$ cat config.mk
export PLATFORM = sky130hd
export DESIGN_NAME = multilevel_queue_scheduler_top_flat
export DESIGN_NICKNAME = d
export VERILOG_FILES = /design/src/mlq_pkg.sv /design/src/mlq_ifs.sv /design/src/multilevel_queue_scheduler_top.sv /design/src/mlq_slot_store.sv /design/src/flat_wrapper.sv
export SDC_FILE = /design/constraint.sdc
export NUM_CORES = 2
export LEC_CHECK = 0
export ABC_AREA = 0
export BUFFER_PORTS_ARGS = -buffer_cell sky130_fd_sc_hd__buf_2
export CAP_MARGIN = 30
export CORE_UTILIZATION = 40
export DETAILED_ROUTE_END_ITERATION = 10
export PLACE_DENSITY = 0.59
export SLEW_MARGIN = 15
export SYNTH_ARGS = -nofsm -noshare
export SYNTH_HDL_FRONTEND = slang
export SYNTH_SLANG_ARGS = --single-unit
$ cat constraint.sdc
create_clock -name clk -period 6.76 [get_ports clk]
set_input_delay 1.352 -clock clk [delete_from_list [all_inputs] [get_ports clk]]
set_output_delay 1.352 -clock clk [all_outputs]
set_load 0.005 [all_outputs]
$ cat src/mlq_pkg.sv
// Package for the multilevel queue scheduler: sizes, operation and event codes,
// and the payload types of the request and response channels. No dependencies.
`default_nettype none
package mlq_pkg;

  localparam int DEF_NUM_LEVELS  = 16;
  localparam int DEF_NUM_DEVICES = 8;
  localparam int DEF_MAX_TASKS   = 64;
  localparam logic [3:0] DEF_PROMOTE_INTERVAL = 4'd5;

  // Operation codes on the request channel.
  localparam logic [1:0] FN_ADMIT = 2'd0;
  localparam logic [1:0] FN_RUN   = 2'd1;
  localparam logic [1:0] FN_IO    = 2'd2;
  localparam logic [1:0] FN_NONE  = 2'd3;

  // Event codes on the response channel.
  localparam logic [3:0] EV_ADMITTED = 4'd0;
  localparam logic [3:0] EV_FULL     = 4'd1;
  localparam logic [3:0] EV_PROMOTED = 4'd2;
  localparam logic [3:0] EV_IDLE     = 4'd3;
  localparam logic [3:0] EV_REQUEUED = 4'd4;
  localparam logic [3:0] EV_TO_DEV   = 4'd5;
  localparam logic [3:0] EV_FINISHED = 4'd6;
  localparam logic [3:0] EV_RETURNED = 4'd7;
  localparam logic [3:0] EV_DEV_EMPTY = 4'd8;

  typedef struct packed {
    logic [1:0] func;
    logic [3:0] level;
    logic [2:0] burst_time;
    logic       go_io;
    logic [2:0] device;
  } mlq_req_t;

  typedef struct packed {
    logic [3:0] event_res;
    logic [5:0] task_id;
    logic [3:0] served_level;
    logic [2:0] device_used;
    logic [2:0] remaining;
  } mlq_rsp_t;

  // Write enables of the three slot memories.
  typedef struct packed {
    logic link_we;
    logic home_we;
    logic time_we;
  } slot_we_t;

endpackage
`default_nettype wire

$ cat src/mlq_ifs.sv
// Channel interfaces of the multilevel queue scheduler: request, response and
// configuration write. Depends on mlq_pkg for the payload types.
`default_nettype none
interface mlq_req_if;
  logic              valid;
  logic              ready;
  mlq_pkg::mlq_req_t data;
  modport source (output valid, output data, input ready);
  modport sink (input valid, input data, output ready);
endinterface

interface mlq_rsp_if;
  logic              valid;
  logic              ready;
  mlq_pkg::mlq_rsp_t data;
  modport source (output valid, output data, input ready);
  modport sink (input valid, input data, output ready);
endinterface

interface mlq_cfg_if;
  logic       valid;
  logic       ready;
  logic [3:0] data;
  modport source (output valid, output data, input ready);
  modport sink (input valid, input data, output ready);
endinterface
`default_nettype wire

$ cat src/multilevel_queue_scheduler_top.sv
// Top level of the multilevel queue scheduler: request/response channels,
// queue-pointer memory and sequencer. Depends on mlq_pkg, mlq_ifs, mlq_slot_store.
`default_nettype none
// Tasks sit in linked FIFO lists: one list per priority level, one per device
// and a free list of recycled slots. Queue heads and tails live in one
// synchronous memory and the per-slot link, home level and time left in
// three more, so each list operation is a short read-modify-write sequence. One
// request is worked at a time; a result waits in an output register so the
// next request is taken while it is still pending. The steps of each
// operation are set by the single read and write port of the queue-pointer
// memory and its registered read. No clearing pass runs after reset; the busy
// flags of the lists are cleared at once.
module multilevel_queue_scheduler_top #(
  parameter int NUM_LEVELS  = mlq_pkg::DEF_NUM_LEVELS,
  parameter int NUM_DEVICES = mlq_pkg::DEF_NUM_DEVICES,
  parameter int MAX_TASKS   = mlq_pkg::DEF_MAX_TASKS
) (
  input wire logic clk,
  input wire logic rst,
  mlq_req_if.sink   req,
  mlq_rsp_if.source rsp,
  mlq_cfg_if.sink   cfg
);
  import mlq_pkg::*;

  localparam int SW = $clog2(MAX_TASKS);
  localparam int LW = $clog2(NUM_LEVELS);
  localparam int QN = NUM_LEVELS + NUM_DEVICES + 1;
  localparam int QW = $clog2(QN);
  localparam int FW = $clog2(MAX_TASKS + 1);
  localparam int PW = $clog2(NUM_LEVELS + 1);
  localparam logic [QW-1:0] FREE_Q = QW'(NUM_LEVELS + NUM_DEVICES);

  typedef enum logic [11:0] {
    ST_IDLE       = 12'b000000000001,
    ST_POP_RD     = 12'b000000000010,
    ST_POP_H      = 12'b000000000100,
    ST_POP_S      = 12'b000000001000,
    ST_PUSH_RD    = 12'b000000010000,
    ST_PUSH_W     = 12'b000000100000,
    ST_ADMIT_W    = 12'b000001000000,
    ST_PROMO      = 12'b000010000000,
    ST_PROMO_PUSH = 12'b000100000000,
    ST_RUN_UPD    = 12'b001000000000,
    ST_IO_UPD     = 12'b010000000000,
    ST_DONE       = 12'b100000000000
  } state_t;

  state_t state, ret;

  // Control and working registers.
  logic [QN-1:0] qbusy;
  logic [FW-1:0] fresh_cnt;
  logic [3:0]    slot_cnt;
  logic [3:0]    interval;
  logic [PW-1:0] promo_idx;
  logic [QW-1:0] pq, push_q;
  logic [SW-1:0] slot, push_slot, pop_tail;
  logic          pop_last;
  logic [LW-1:0] pop_home;
  logic [2:0]    pop_time;
  logic [LW-1:0] op_lvl;
  logic [2:0]    op_burst;
  logic          op_go;
  logic [2:0]    op_dev;
  logic          op_dev_ok;
  mlq_rsp_t      res;
  mlq_rsp_t      rsp_data;
  logic          rsp_valid;

  // Queue-pointer memory.
  logic [SW-1:0] head_mem [QN];
  logic [SW-1:0] tail_mem [QN];
  logic [QW-1:0] q_raddr, q_waddr;
  logic [SW-1:0] q_rhead, q_rtail, q_whead, q_wtail;
  logic          q_we;

  // Slot memory signals.
  slot_we_t      s_we;
  logic [SW-1:0] s_link_waddr, s_link_wdata, s_ht_waddr;
  logic [LW-1:0] s_home_wdata;
  logic [2:0]    s_time_wdata;
  logic [SW-1:0] s_link, s_raddr;
  logic [LW-1:0] s_home;
  logic [2:0]    s_time;

  // Request decode.
  logic [LW-1:0] lvl_sat;
  logic [2:0]    burst_fix;
  logic          dev_ok;
  logic [QW-1:0] dev_q;
  logic          dev_busy;
  logic          any_ready;
  logic [LW-1:0] served;
  logic [2:0]    rem;

  assign req.ready = (state == ST_IDLE) && !rst;
  assign cfg.ready = !rst;
  assign rsp.valid = rsp_valid;
  assign rsp.data  = rsp_data;

  always_comb begin
    lvl_sat   = (32'(req.data.level) >= NUM_LEVELS) ? LW'(NUM_LEVELS - 1)
                                                    : LW'(req.data.level);
    burst_fix = (req.data.burst_time == 3'd0) ? 3'd1 : req.data.burst_time;
    dev_ok    = 32'(req.data.device) < NUM_DEVICES;
    dev_q     = QW'(NUM_LEVELS) + QW'(req.data.device);
    dev_busy  = dev_ok && qbusy[dev_q];
    rem       = pop_time - 3'd1;
  end

  // Lowest-numbered non-empty level.
  always_comb begin
    any_ready = 1'b0;
    served    = '0;
    for (int i = NUM_LEVELS - 1; i >= 0; i--) begin
      if (qbusy[i]) begin
        any_ready = 1'b1;
        served    = LW'(i);
      end
    end
  end

  // Queue-pointer memory access for the current step.
  always_comb begin
    q_raddr = (state == ST_PUSH_RD) ? push_q : pq;
    q_we    = 1'b0;
    q_waddr = pq;
    q_whead = s_link;
    q_wtail = pop_tail;
    if (state == ST_POP_S && !pop_last) begin
      q_we = 1'b1;
    end else if (state == ST_PUSH_W) begin
      q_we    = 1'b1;
      q_waddr = push_q;
      q_whead = qbusy[push_q] ? q_rhead : push_slot;
      q_wtail = push_slot;
    end
  end

  always_ff @(posedge clk) begin
    if (q_we) begin
      head_mem[q_waddr] <= q_whead;
      tail_mem[q_waddr] <= q_wtail;
    end
    q_rhead <= head_mem[q_raddr];
    q_rtail <= tail_mem[q_raddr];
  end

  // Slot memory access for the current step.
  always_comb begin
    s_we         = '0;
    s_link_waddr = q_rtail;
    s_link_wdata = push_slot;
    s_ht_waddr   = slot;
    s_home_wdata = op_lvl;
    s_time_wdata = op_burst;
    s_raddr      = q_rhead;
    if (state == ST_PUSH_W && qbusy[push_q]) begin
      s_we.link_we = 1'b1;
    end
    if (state == ST_ADMIT_W) begin
      s_we.home_we = 1'b1;
      s_we.time_we = 1'b1;
    end
    if (state == ST_RUN_UPD) begin
      s_we.time_we = 1'b1;
      s_time_wdata = rem;
    end
  end

  mlq_slot_store #(.SW(SW), .LW(LW)) u_slots (
    .clk        (clk),
    .we         (s_we),
    .link_waddr (s_link_waddr),
    .link_wdata (s_link_wdata),
    .ht_waddr   (s_ht_waddr),
    .home_wdata (s_home_wdata),
    .time_wdata (s_time_wdata),
    .raddr      (s_raddr),
    .link_rdata (s_link),
    .home_rdata (s_home),
    .time_rdata (s_time)
  );

  // Sequencer.
  always_ff @(posedge clk) begin
    if (rst) begin
      state     <= ST_IDLE;
      ret       <= ST_IDLE;
      qbusy     <= '0;
      fresh_cnt <= '0;
      slot_cnt  <= '0;
      interval  <= DEF_PROMOTE_INTERVAL;
      rsp_valid <= 1'b0;
    end else begin
      if (cfg.valid) interval <= cfg.data;
      if (rsp_valid && rsp.ready) rsp_valid <= 1'b0;

      case (state)
        ST_IDLE: begin
          if (req.valid) begin
            op_lvl    <= lvl_sat;
            op_burst  <= burst_fix;
            op_go     <= req.data.go_io;
            op_dev    <= req.data.device;
            op_dev_ok <= dev_ok;
            res       <= '0;
            case (req.data.func)
              FN_ADMIT: begin
                if (qbusy[FREE_Q]) begin
                  pq    <= FREE_Q;
                  ret   <= ST_ADMIT_W;
                  state <= ST_POP_RD;
                end else if (fresh_cnt < FW'(MAX_TASKS)) begin
                  slot      <= SW'(fresh_cnt);
                  fresh_cnt <= fresh_cnt + FW'(1);
                  state     <= ST_ADMIT_W;
                end else begin
                  res.event_res    <= EV_FULL;
                  res.served_level <= 4'(lvl_sat);
                  state            <= ST_DONE;
                end
              end
              FN_RUN: begin
                if (slot_cnt == interval) begin
                  slot_cnt  <= 4'd1;
                  promo_idx <= PW'(1);
                  state     <= ST_PROMO;
                end else if (!any_ready) begin
                  res.event_res <= EV_IDLE;
                  state         <= ST_DONE;
                end else begin
                  slot_cnt <= slot_cnt + 4'd1;
                  op_lvl   <= served;
                  pq       <= QW'(served);
                  ret      <= ST_RUN_UPD;
                  state    <= ST_POP_RD;
                end
              end
              FN_IO: begin
                if (!dev_busy) begin
                  res.event_res   <= EV_DEV_EMPTY;
                  res.device_used <= req.data.device;
                  state           <= ST_DONE;
                end else begin
                  pq    <= dev_q;
                  ret   <= ST_IO_UPD;
                  state <= ST_POP_RD;
                end
              end
              default: state <= ST_IDLE;
            endcase
          end
        end

        // Pop the head of list pq into slot.
        ST_POP_RD: state <= ST_POP_H;
        ST_POP_H: begin
          slot     <= q_rhead;
          pop_tail <= q_rtail;
          pop_last <= (q_rhead == q_rtail);
          if (q_rhead == q_rtail) qbusy[pq] <= 1'b0;
          state <= ST_POP_S;
        end
        ST_POP_S: begin
          pop_home <= s_home;
          pop_time <= s_time;
          state    <= ret;
        end

        // Append push_slot to list push_q.
        ST_PUSH_RD: state <= ST_PUSH_W;
        ST_PUSH_W: begin
          qbusy[push_q] <= 1'b1;
          state         <= ret;
        end

        ST_ADMIT_W: begin
          push_q           <= QW'(op_lvl);
          push_slot        <= slot;
          res.event_res    <= EV_ADMITTED;
          res.task_id      <= 6'(slot);
          res.served_level <= 4'(op_lvl);
          res.remaining    <= op_burst;
          ret              <= ST_DONE;
          state            <= ST_PUSH_RD;
        end

        // Promotion pass over levels 1 and up.
        ST_PROMO: begin
          if (promo_idx == PW'(NUM_LEVELS)) begin
            res.event_res <= EV_PROMOTED;
            state         <= ST_DONE;
          end else if (qbusy[QW'(promo_idx)]) begin
            pq    <= QW'(promo_idx);
            ret   <= ST_PROMO_PUSH;
            state <= ST_POP_RD;
          end else begin
            promo_idx <= promo_idx + PW'(1);
          end
        end
        ST_PROMO_PUSH: begin
          push_q    <= QW'(promo_idx - PW'(1));
          push_slot <= slot;
          promo_idx <= promo_idx + PW'(1);
          ret       <= ST_PROMO;
          state     <= ST_PUSH_RD;
        end

        // Served task: finish, requeue or move to a device.
        ST_RUN_UPD: begin
          push_slot        <= slot;
          res.task_id      <= 6'(slot);
          res.served_level <= 4'(op_lvl);
          res.remaining    <= rem;
          if (rem == 3'd0) begin
            push_q        <= FREE_Q;
            res.event_res <= EV_FINISHED;
          end else if (!op_go || !op_dev_ok) begin
            push_q        <= QW'(pop_home);
            res.event_res <= EV_REQUEUED;
          end else begin
            push_q          <= QW'(NUM_LEVELS) + QW'(op_dev);
            res.event_res   <= EV_TO_DEV;
            res.device_used <= op_dev;
          end
          ret   <= ST_DONE;
          state <= ST_PUSH_RD;
        end

        ST_IO_UPD: begin
          push_q           <= QW'(pop_home);
          push_slot        <= slot;
          res.event_res    <= EV_RETURNED;
          res.task_id      <= 6'(slot);
          res.served_level <= 4'(pop_home);
          res.device_used  <= op_dev;
          res.remaining    <= pop_time;
          ret              <= ST_DONE;
          state            <= ST_PUSH_RD;
        end

        // Hand the result to the output register once it is free.
        ST_DONE: begin
          if (!rsp_valid || rsp.ready) begin
            rsp_data  <= res;
            rsp_valid <= 1'b1;
            state     <= ST_IDLE;
          end
        end

        default: state <= ST_IDLE;
      endcase
    end
  end

`ifndef SYNTHESIS
  // Fresh slots are never handed out beyond the task capacity.
  a_fresh_bound: assert property (@(posedge clk) disable iff (rst)
    fresh_cnt <= FW'(MAX_TASKS))
    else $error("fresh slot count beyond capacity");

  // A pop only starts on a list that holds a task.
  a_pop_nonempty: assert property (@(posedge clk) disable iff (rst)
    (state == ST_POP_RD) |-> qbusy[pq])
    else $error("pop from an empty list");

  // A valid operation leaves the idle state.
  a_op_starts: assert property (@(posedge clk) disable iff (rst)
    (req.valid && req.ready && req.data.func != FN_NONE) |=> (state != ST_IDLE))
    else $error("accepted operation was dropped");

  // A result appears only when the sequencer hands one over.
  a_rsp_source: assert property (@(posedge clk) disable iff (rst)
    $rose(rsp.valid) |-> $past(state == ST_DONE))
    else $error("response raised outside the result step");
`endif

endmodule
`default_nettype wire

$ cat src/mlq_slot_store.sv
// Per-task slot storage: link to the next slot, home level and time left.
// Three synchronous memories with registered reads; uses mlq_pkg.
`default_nettype none
module mlq_slot_store #(
  parameter int SW = 6,
  parameter int LW = 4
) (
  input  wire logic              clk,
  input  wire mlq_pkg::slot_we_t we,
  input  wire logic [SW-1:0]     link_waddr,
  input  wire logic [SW-1:0]     link_wdata,
  input  wire logic [SW-1:0]     ht_waddr,
  input  wire logic [LW-1:0]     home_wdata,
  input  wire logic [2:0]        time_wdata,
  input  wire logic [SW-1:0]     raddr,
  output logic      [SW-1:0]     link_rdata,
  output logic      [LW-1:0]     home_rdata,
  output logic      [2:0]        time_rdata
);
  import mlq_pkg::*;

  localparam int DEPTH = 1 << SW;

  logic [SW-1:0] link_mem [DEPTH];
  logic [LW-1:0] home_mem [DEPTH];
  logic [2:0]    time_mem [DEPTH];

  // Writes, each memory with its own enable.
  always_ff @(posedge clk) begin
    if (we.link_we) link_mem[link_waddr] <= link_wdata;
    if (we.home_we) home_mem[ht_waddr] <= home_wdata;
    if (we.time_we) time_mem[ht_waddr] <= time_wdata;
  end

  // Registered reads at one shared address.
  always_ff @(posedge clk) begin
    link_rdata <= link_mem[raddr];
    home_rdata <= home_mem[raddr];
    time_rdata <= time_mem[raddr];
  end

endmodule
`default_nettype wire

$ cat src/flat_wrapper.sv
// flat-port wrapper written by rule: the top's interface ports become plain ports
module multilevel_queue_scheduler_top_flat import mlq_pkg::*;
#(
  parameter int NUM_LEVELS  = mlq_pkg::DEF_NUM_LEVELS,
  parameter int NUM_DEVICES = mlq_pkg::DEF_NUM_DEVICES,
  parameter int MAX_TASKS   = mlq_pkg::DEF_MAX_TASKS
)
  (clk, rst, req_valid, req_data, req_ready, rsp_valid, rsp_data, rsp_ready, cfg_valid, cfg_data, cfg_ready);
  mlq_req_if req_i ();
  mlq_rsp_if rsp_i ();
  mlq_cfg_if cfg_i ();
  input wire logic clk;
  input wire logic rst;
  input wire logic [$bits(req_i.valid)-1:0] req_valid;
  input wire logic [$bits(req_i.data)-1:0] req_data;
  output wire logic [$bits(req_i.ready)-1:0] req_ready;
  output wire logic [$bits(rsp_i.valid)-1:0] rsp_valid;
  output wire logic [$bits(rsp_i.data)-1:0] rsp_data;
  input wire logic [$bits(rsp_i.ready)-1:0] rsp_ready;
  input wire logic [$bits(cfg_i.valid)-1:0] cfg_valid;
  input wire logic [$bits(cfg_i.data)-1:0] cfg_data;
  output wire logic [$bits(cfg_i.ready)-1:0] cfg_ready;
  assign req_i.valid = req_valid;
  assign req_i.data = req_data;
  assign req_ready = req_i.ready;
  assign rsp_valid = rsp_i.valid;
  assign rsp_data = rsp_i.data;
  assign rsp_i.ready = rsp_ready;
  assign cfg_i.valid = cfg_valid;
  assign cfg_i.data = cfg_data;
  assign cfg_ready = cfg_i.ready;
  multilevel_queue_scheduler_top #(.NUM_LEVELS(NUM_LEVELS), .NUM_DEVICES(NUM_DEVICES), .MAX_TASKS(MAX_TASKS)) u_core (.clk(clk), .rst(rst), .req(req_i), .rsp(rsp_i), .cfg(cfg_i));
endmodule
# After elaboration in Yosys (flattened, before gate mapping)
# Memory sizes are Yosys's and may differ from the RTL's. A register that Yosys moved wholly into a read port is not among the register bits.
# Index checks and enable logic that the tools add are counted.
[totals] ff_bits=157 out_inout_bits=23 latchBits=0 mem_bits_rw=1132 inputBits=22 wordCells=276 romBits=0 memories=5
[classes] n_eq_ne=37 shift=0 add_sub_neg=7 n_reduce_logical=47 n_lt_le_gt_ge=7 bitwise_logic=5 n_div=0 multipliers=0 mux=138
[mem_list] memory="u_core.u_slots.link_mem" words=64 word_bits=6 rd=1 rd_ports_with_merged_regs=1 wr=1 line="mlq_slot_store.sv:24" text="logic [SW-1:0] link_mem [DEPTH];"
[mem_list] memory="u_core.u_slots.home_mem" words=64 word_bits=4 rd=1 rd_ports_with_merged_regs=1 wr=1 line="mlq_slot_store.sv:25" text="logic [LW-1:0] home_mem [DEPTH];"
[mem_list] memory="u_core.u_slots.time_mem" words=64 word_bits=3 rd=1 rd_ports_with_merged_regs=1 wr=1 line="mlq_slot_store.sv:26" text="logic [2:0] time_mem [DEPTH];"
[mem_list] memory="u_core.head_mem" words=25 word_bits=6 rd=1 rd_ports_with_merged_regs=1 wr=1 line="multilevel_queue_scheduler_top.sv:72" text="logic [SW-1:0] head_mem [QN];"
[mem_list] memory="u_core.tail_mem" words=25 word_bits=6 rd=1 rd_ports_with_merged_regs=1 wr=1 line="multilevel_queue_scheduler_top.sv:73" text="logic [SW-1:0] tail_mem [QN];"
[ops] op="12-bit 2-to-1 mux" n=16
[ops] op="4-bit 2-to-1 mux" n=28
[ops] op="12-bit one-hot mux with 8 select lines" n=1
[ops] op="5-bit 2-to-1 mux" n=17
[ops] op="12-bit one-hot mux with 3 select lines" n=2
[ops] op="6-bit 2-to-1 mux" n=9
[ops] op="25-bit one-hot mux with 2 select lines" n=1
[ops] op="12-bit one-hot mux with 4 select lines" n=1
[ops] op="1-bit 2-to-1 mux" n=38
[ops] op="10-bit one-hot mux with 3 select lines" n=1
[ops] op="5-bit one-hot mux with 3 select lines" n=2
[ops] op="25-bit AND" n=1
[ops] op="25-bit 2-to-1 mux" n=1
[ops] op="25-bit inverter" n=1
[ops] op="25-bit OR" n=1
[ops] op="5-bit by 6-bit < comparator with 1-bit output, second input constant" n=4
[ops] op="20-bit 2-to-1 mux" n=1
[ops] op="2-bit inequality test, second input constant" n=10
[ops] op="4-bit one-hot mux with 5 select lines" n=1
[ops] op="5-bit one-hot mux with 4 select lines" n=1
[ops] op="1-bit binary-select mux with 5-bit select" n=3
[ops] op="3-bit 2-to-1 mux" n=5
[ops] op="3-bit AND reduction" n=5
[ops] op="12-bit by 1-bit == test with 1-bit output, second input constant" n=1
[ops] op="56 further kinds" n=90

# Depth between registers and ports, before layout
[depth] ltp_word=21 ltp_mapped=12 mapped_depth_nobuf=7

# By module
# From an unflattened synthesis, not the netlist that was laid out.
[unflattened] hier_cells=3137 hier_area_um2=52790.6
[modules_own_cells] module="mlq_slot_store" n_inst=1 area_per_inst_um2=33068.0 seq_area_each_um2=25244.2 cells_each=1571
[modules_own_cells] module="multilevel_queue_scheduler_top" n_inst=1 area_per_inst_um2=19722.7 seq_area_each_um2=13212.7 cells_each=1566

# Least setup slack after synthesis
# Ideal clock, no wire load.
[synth_path] path_type="reg-to-reg" start="register u_core.state[0]" end="memory u_core.u_slots.time_mem[0][2] (data pin)" synth_period_minus_slack_ps=5070 setup_slack_ps=1690 required_ps=6058 path_stages_with_launch=7 arrival_time_ps=4368 n_path_buf=3 setup_ps=702 path_cell_list="dfxtp_1 buf_6 or4_1 buf_4 or4_1 clkbuf_1 o21ai_0"
[synth_between] elab_chain_cells=2
[synth_lines] item="start, declared" line="multilevel_queue_scheduler_top.sv:49" text="state_t state, ret;"
[synth_lines] item="start signal, assigned" line="multilevel_queue_scheduler_top.sv:269" text="state <= ret;"
[synth_lines] item="start signal, assigned" line="multilevel_queue_scheduler_top.sv:276" text="state <= ret;"
[synth_lines] item="12-bit by 10-bit == test with 1-bit output" line="multilevel_queue_scheduler_top.sv:166" text="if (state == ST_RUN_UPD) begin"
[synth_lines] item="3-bit 2-to-1 mux" line="multilevel_queue_scheduler_top.sv:166"
[synth_lines] item="net u_core.s_time_wdata[2]" line="multilevel_queue_scheduler_top.sv:82" text="logic [2:0] s_time_wdata;"
[synth_lines] item="end, declared" line="mlq_slot_store.sv:26"
# The timed path passes the listed nets, and every way through them passes these cells.

# Worst setup path in the final report
[layout_path] start="register u_core.state[0]" end="register u_core.q_rhead[3], read port of u_core.head_mem"
[layout_between] elab_chain_cells=2
[layout_lines] item="12-bit by 5-bit == test with 1-bit output" line="multilevel_queue_scheduler_top.sv:126" text="q_raddr = (state == ST_PUSH_RD) ? push_q : pq;"
[layout_lines] item="5-bit 2-to-1 mux" line="multilevel_queue_scheduler_top.sv:126"
[layout_lines] item="end, declared" line="multilevel_queue_scheduler_top.sv:75" text="logic [SW-1:0] q_rhead, q_rtail, q_whead, q_wtail;"
# No other way between the ends.
# A chain may end at the register's enable or synchronous reset.

==> qor.yml <==
hold_viol_final: 0
antenna_found_initial: 0
dr_total_vias: 27783
synth_fa_ha_area_frac: 0.00286
crit_type: "register to register"
internal-power_mw: 14.0
dp.final_hpwl_mm: 79.0
drc: 0
die_area_mm2: 0.133
root_buffer: "clkbuf_16"
ys_types: 75
post_cts_resized: 0
clk_path_buf_depth: 3
die_w_um: 365
syn_to_final_growth_pct: 13.5
holdBufCountCts: 0
first_pass_iters: 7
p_sw_mw: 3.84
htree_levels: 4
max_freq_mhz: 240
grt_max_degree: 102
synth-compound-area-share: 0.0351
yosysWarnings: 0
final_antenna_net_count: 0
synth-xor-area-share: 0.00400
synth_ff_type: "edfxtp_1"
rsz0062_at_grt: "no"
peakVddDrop_uv: 256
crit_fanout: 61
grt_pass1_wl_mm: 186
critPathArrivalTime_ps: 4820
nNetsFinal: 3155
avgSynthCellArea_um2: 17.4
grt_pass1_vias: 28176
total_power_mw: 17.8
fin_crit_sh: 0.616
outcome: "completed"
yosys.area_share.simple: 0.0701
drtIter0Drc: 2852
yosys-top-cells-count: "1224 x edfxtp_1, 297 x nor2_1, 286 x mux4_2"
synth_cells: 3025
syn-cell-area_mm2: 0.0526
synth_top_family_by_area: "multiplexers"
place_congestion: 0.873
ioPinCount: 45
fillerInstances: 11060
postPlaceCellArea_mm2: 0.0551
setup_viol_count_final: 0
routed_wl_mm: 126
p_leak_nw: 19.0
path_cells: "or4_1 -> or4_4 -> mux2_4 -> buf_4 -> nand2_1 -> a32oi_1 -> a31oi_1 -> nor3_1"
wl_per_cell_um: 25.4
path_delay_family: "simple AND/OR/NAND/NOR gates"
path_clk_slew_ps: 60
required_ps: 7410
drive_gt1_frac: 0.210
ys_top_cells_by_area: "edfxtp_1 70%, mux4_2 12%, dfxtp_1 3.2%"
worst-path-buf-inv: 1
numCtsBuffers: 139
setup_tns_ps: 0
min_period_ps: 4160
relSlewSlack: 0.334
via_per_inst: 5.59
die_h_um: 365
maxCapViolCount: 0
start_util: 0.404
fin_skew_ps: 25.9
dp_cells: 4713
crit_path_end_kind: "register"
power.density_mw_per_mm2: 298
async_flop_share: 0
p_comb_frac: 0.066
final_cells: 4971
p_sw_frac: 0.216
synth-seq-cells: 1309
rows: 132
synth_top_cell_area_share: 0.699
placeableCoreArea_mm2: 0.130
synth_fp_nets: 3059
hp-class: "register to register"
tritoncts: "yes"
drv_slew: 0
ys_seq_area_frac: 0.731
slowest_delay_ps: 810
portBuffers: 44
yosys.area.top_type: "edfxtp_1"
tightest_slew_ps: 995
worst_setup_path_start_kind: "register"
critPathSlowestCell: "mux2_4"
synth_most_common_cell: "edfxtp_1"
synth.area.mux_share: 0.140
worstSkewPairLatency_ps: 750
num_antenna_cells: 0
clockPowerShare: 0.425
synth_edf_count: 1224
pwr-share-seq: 0.509
grt.total_usage: 0.191
design_area_mm2: 0.0597
cts_setup_buffers: 0
clock_sinks: 1309
overflow: 0
## worst reg2reg max path: stages (launching register included)
cell and delay, ps:
dfxtp_1 370, or4_1 760, or4_4 740, mux2_4 820
buf_4 480, nand2_1 110, a32oi_1 400, a31oi_1 220
nor3_1 200
## power by group through the flow
stage | registers [mW] | logic, mW | clock network, mW
2_1_floorplan | 9.16 | 0.778 | 0
3_5_place_dp | 9.22 | 1.19 | 0
3_3_place_gp | 9.23 | 1.16 | 0
4_1_cts | 9.05 | 1.19 | 7.71
5_1_grt | 9.06 | 1.24 | 8.00
6_report | 9.06 | 1.17 | 7.57
## final cells by class
class / count / area, µm² / share of cell area
clock buffers: 188 / 3890 / 0.0652
clock inverters: 61 / 652 / 0.0109
inverters: 25 / 93.8 / 0.00157
multi-input cells: 1513 / 13400 / 0.224
flip-flops and latches: 1309 / 38500 / 0.645
well taps: 1742 / 2180 / 0.0365
repair buffers: 133 / 1020 / 0.0171
## stage by stage
step            util  hold WS, ps  worst slack, ps
2_1_floorplan      -          386             1690
3_3_place_gp   0.421          391             2640
4_1_cts        0.459          404             2590
5_1_grt        0.459          420             2370
3_5_place_dp   0.424          390             2610
6_report       0.459          405             2600
## sequential cells by signal, summed over array words and instances, names as in the netlist, 7 cells and up
| name | count |
|---|---|
| u_core.rsp.data | 20 |
| u_core.res | 20 |
| u_core.qbusy | 25 |
| u_core.state | 12 |
| u_core.ret | 7 |
| u_core.tail_mem | 150 |
| u_core.head_mem | 150 |
| u_core.fresh_cnt | 7 |
| u_core.u_slots.time_mem | 192 |
| u_core.u_slots.home_mem | 256 |
| u_core.u_slots.link_mem | 384 |
## layout by cell type, fill, tap and decap left out, types with 13 or more instances in the layout
| cell | Yosys | layout |
|---|---|---|
| nand2_1 | 270 | 270 |
| a32oi_1 | 25 | 25 |
| clkbuf_1 | 110 | 35 |
| buf_2 | 23 | 45 |
| o22ai_1 | 17 | 17 |
| buf_4 | 1 | 71 |
| nor3_1 | 35 | 34 |
| clkinv_1 | 0 | 17 |
| a31oi_1 | 32 | 32 |
| a21oi_1 | 68 | 68 |
| nand3_1 | 86 | 86 |
| edfxtp_1 | 1224 | 1224 |
| inv_1 | 25 | 25 |
| xnor2_1 | 15 | 15 |
| clkinv_2 | 0 | 18 |
| o21ai_0 | 52 | 44 |
| and2_1 | 15 | 15 |
| mux2i_1 | 78 | 76 |
| clkbuf_16 | 0 | 147 |
| dfxtp_1 | 85 | 81 |
| bufinv_16 | 0 | 13 |
| nor2_1 | 297 | 295 |
| mux4_2 | 286 | 286 |
## layer usage
layer  share of wire  track usage
met1            0.43        0.260
met2            0.49        0.312
met3           0.061       0.0356
met4           0.023       0.0554
met5               0            0
## kinds of logic (layout without fill, tap and decap cells)
family                     count (synthesis)  in the layout
DFF                                     1309           1309
and+or+nand+nor                          822            822
muxes                                    377            377
AOI/OAI and AO/OA                        278            278
buffers and inverters                    203            407
xor gates and xnor gates                  24             24
adders and majority gates                 12             12
## final timing paths
path                                        startpoint                      endpoint  slack, ps  cells past startpoint
setup / recovery          u_core.state[0]$_SDFFE_PP1P_     u_core.q_rhead[3]$_DFF_P_       2600                      8
hold / removal    u_core.u_slots.home_rdata[1]$_DFF_P_  u_core.pop_home[1]$_DFFE_PP_        400                      0
setup reg to reg          u_core.state[0]$_SDFFE_PP1P_     u_core.q_rhead[3]$_DFF_P_       2600                      8
hold reg to reg   u_core.u_slots.home_rdata[1]$_DFF_P_  u_core.pop_home[1]$_DFFE_PP_        400                      0
No activity file was read; power rests on OpenSTA's default activity.
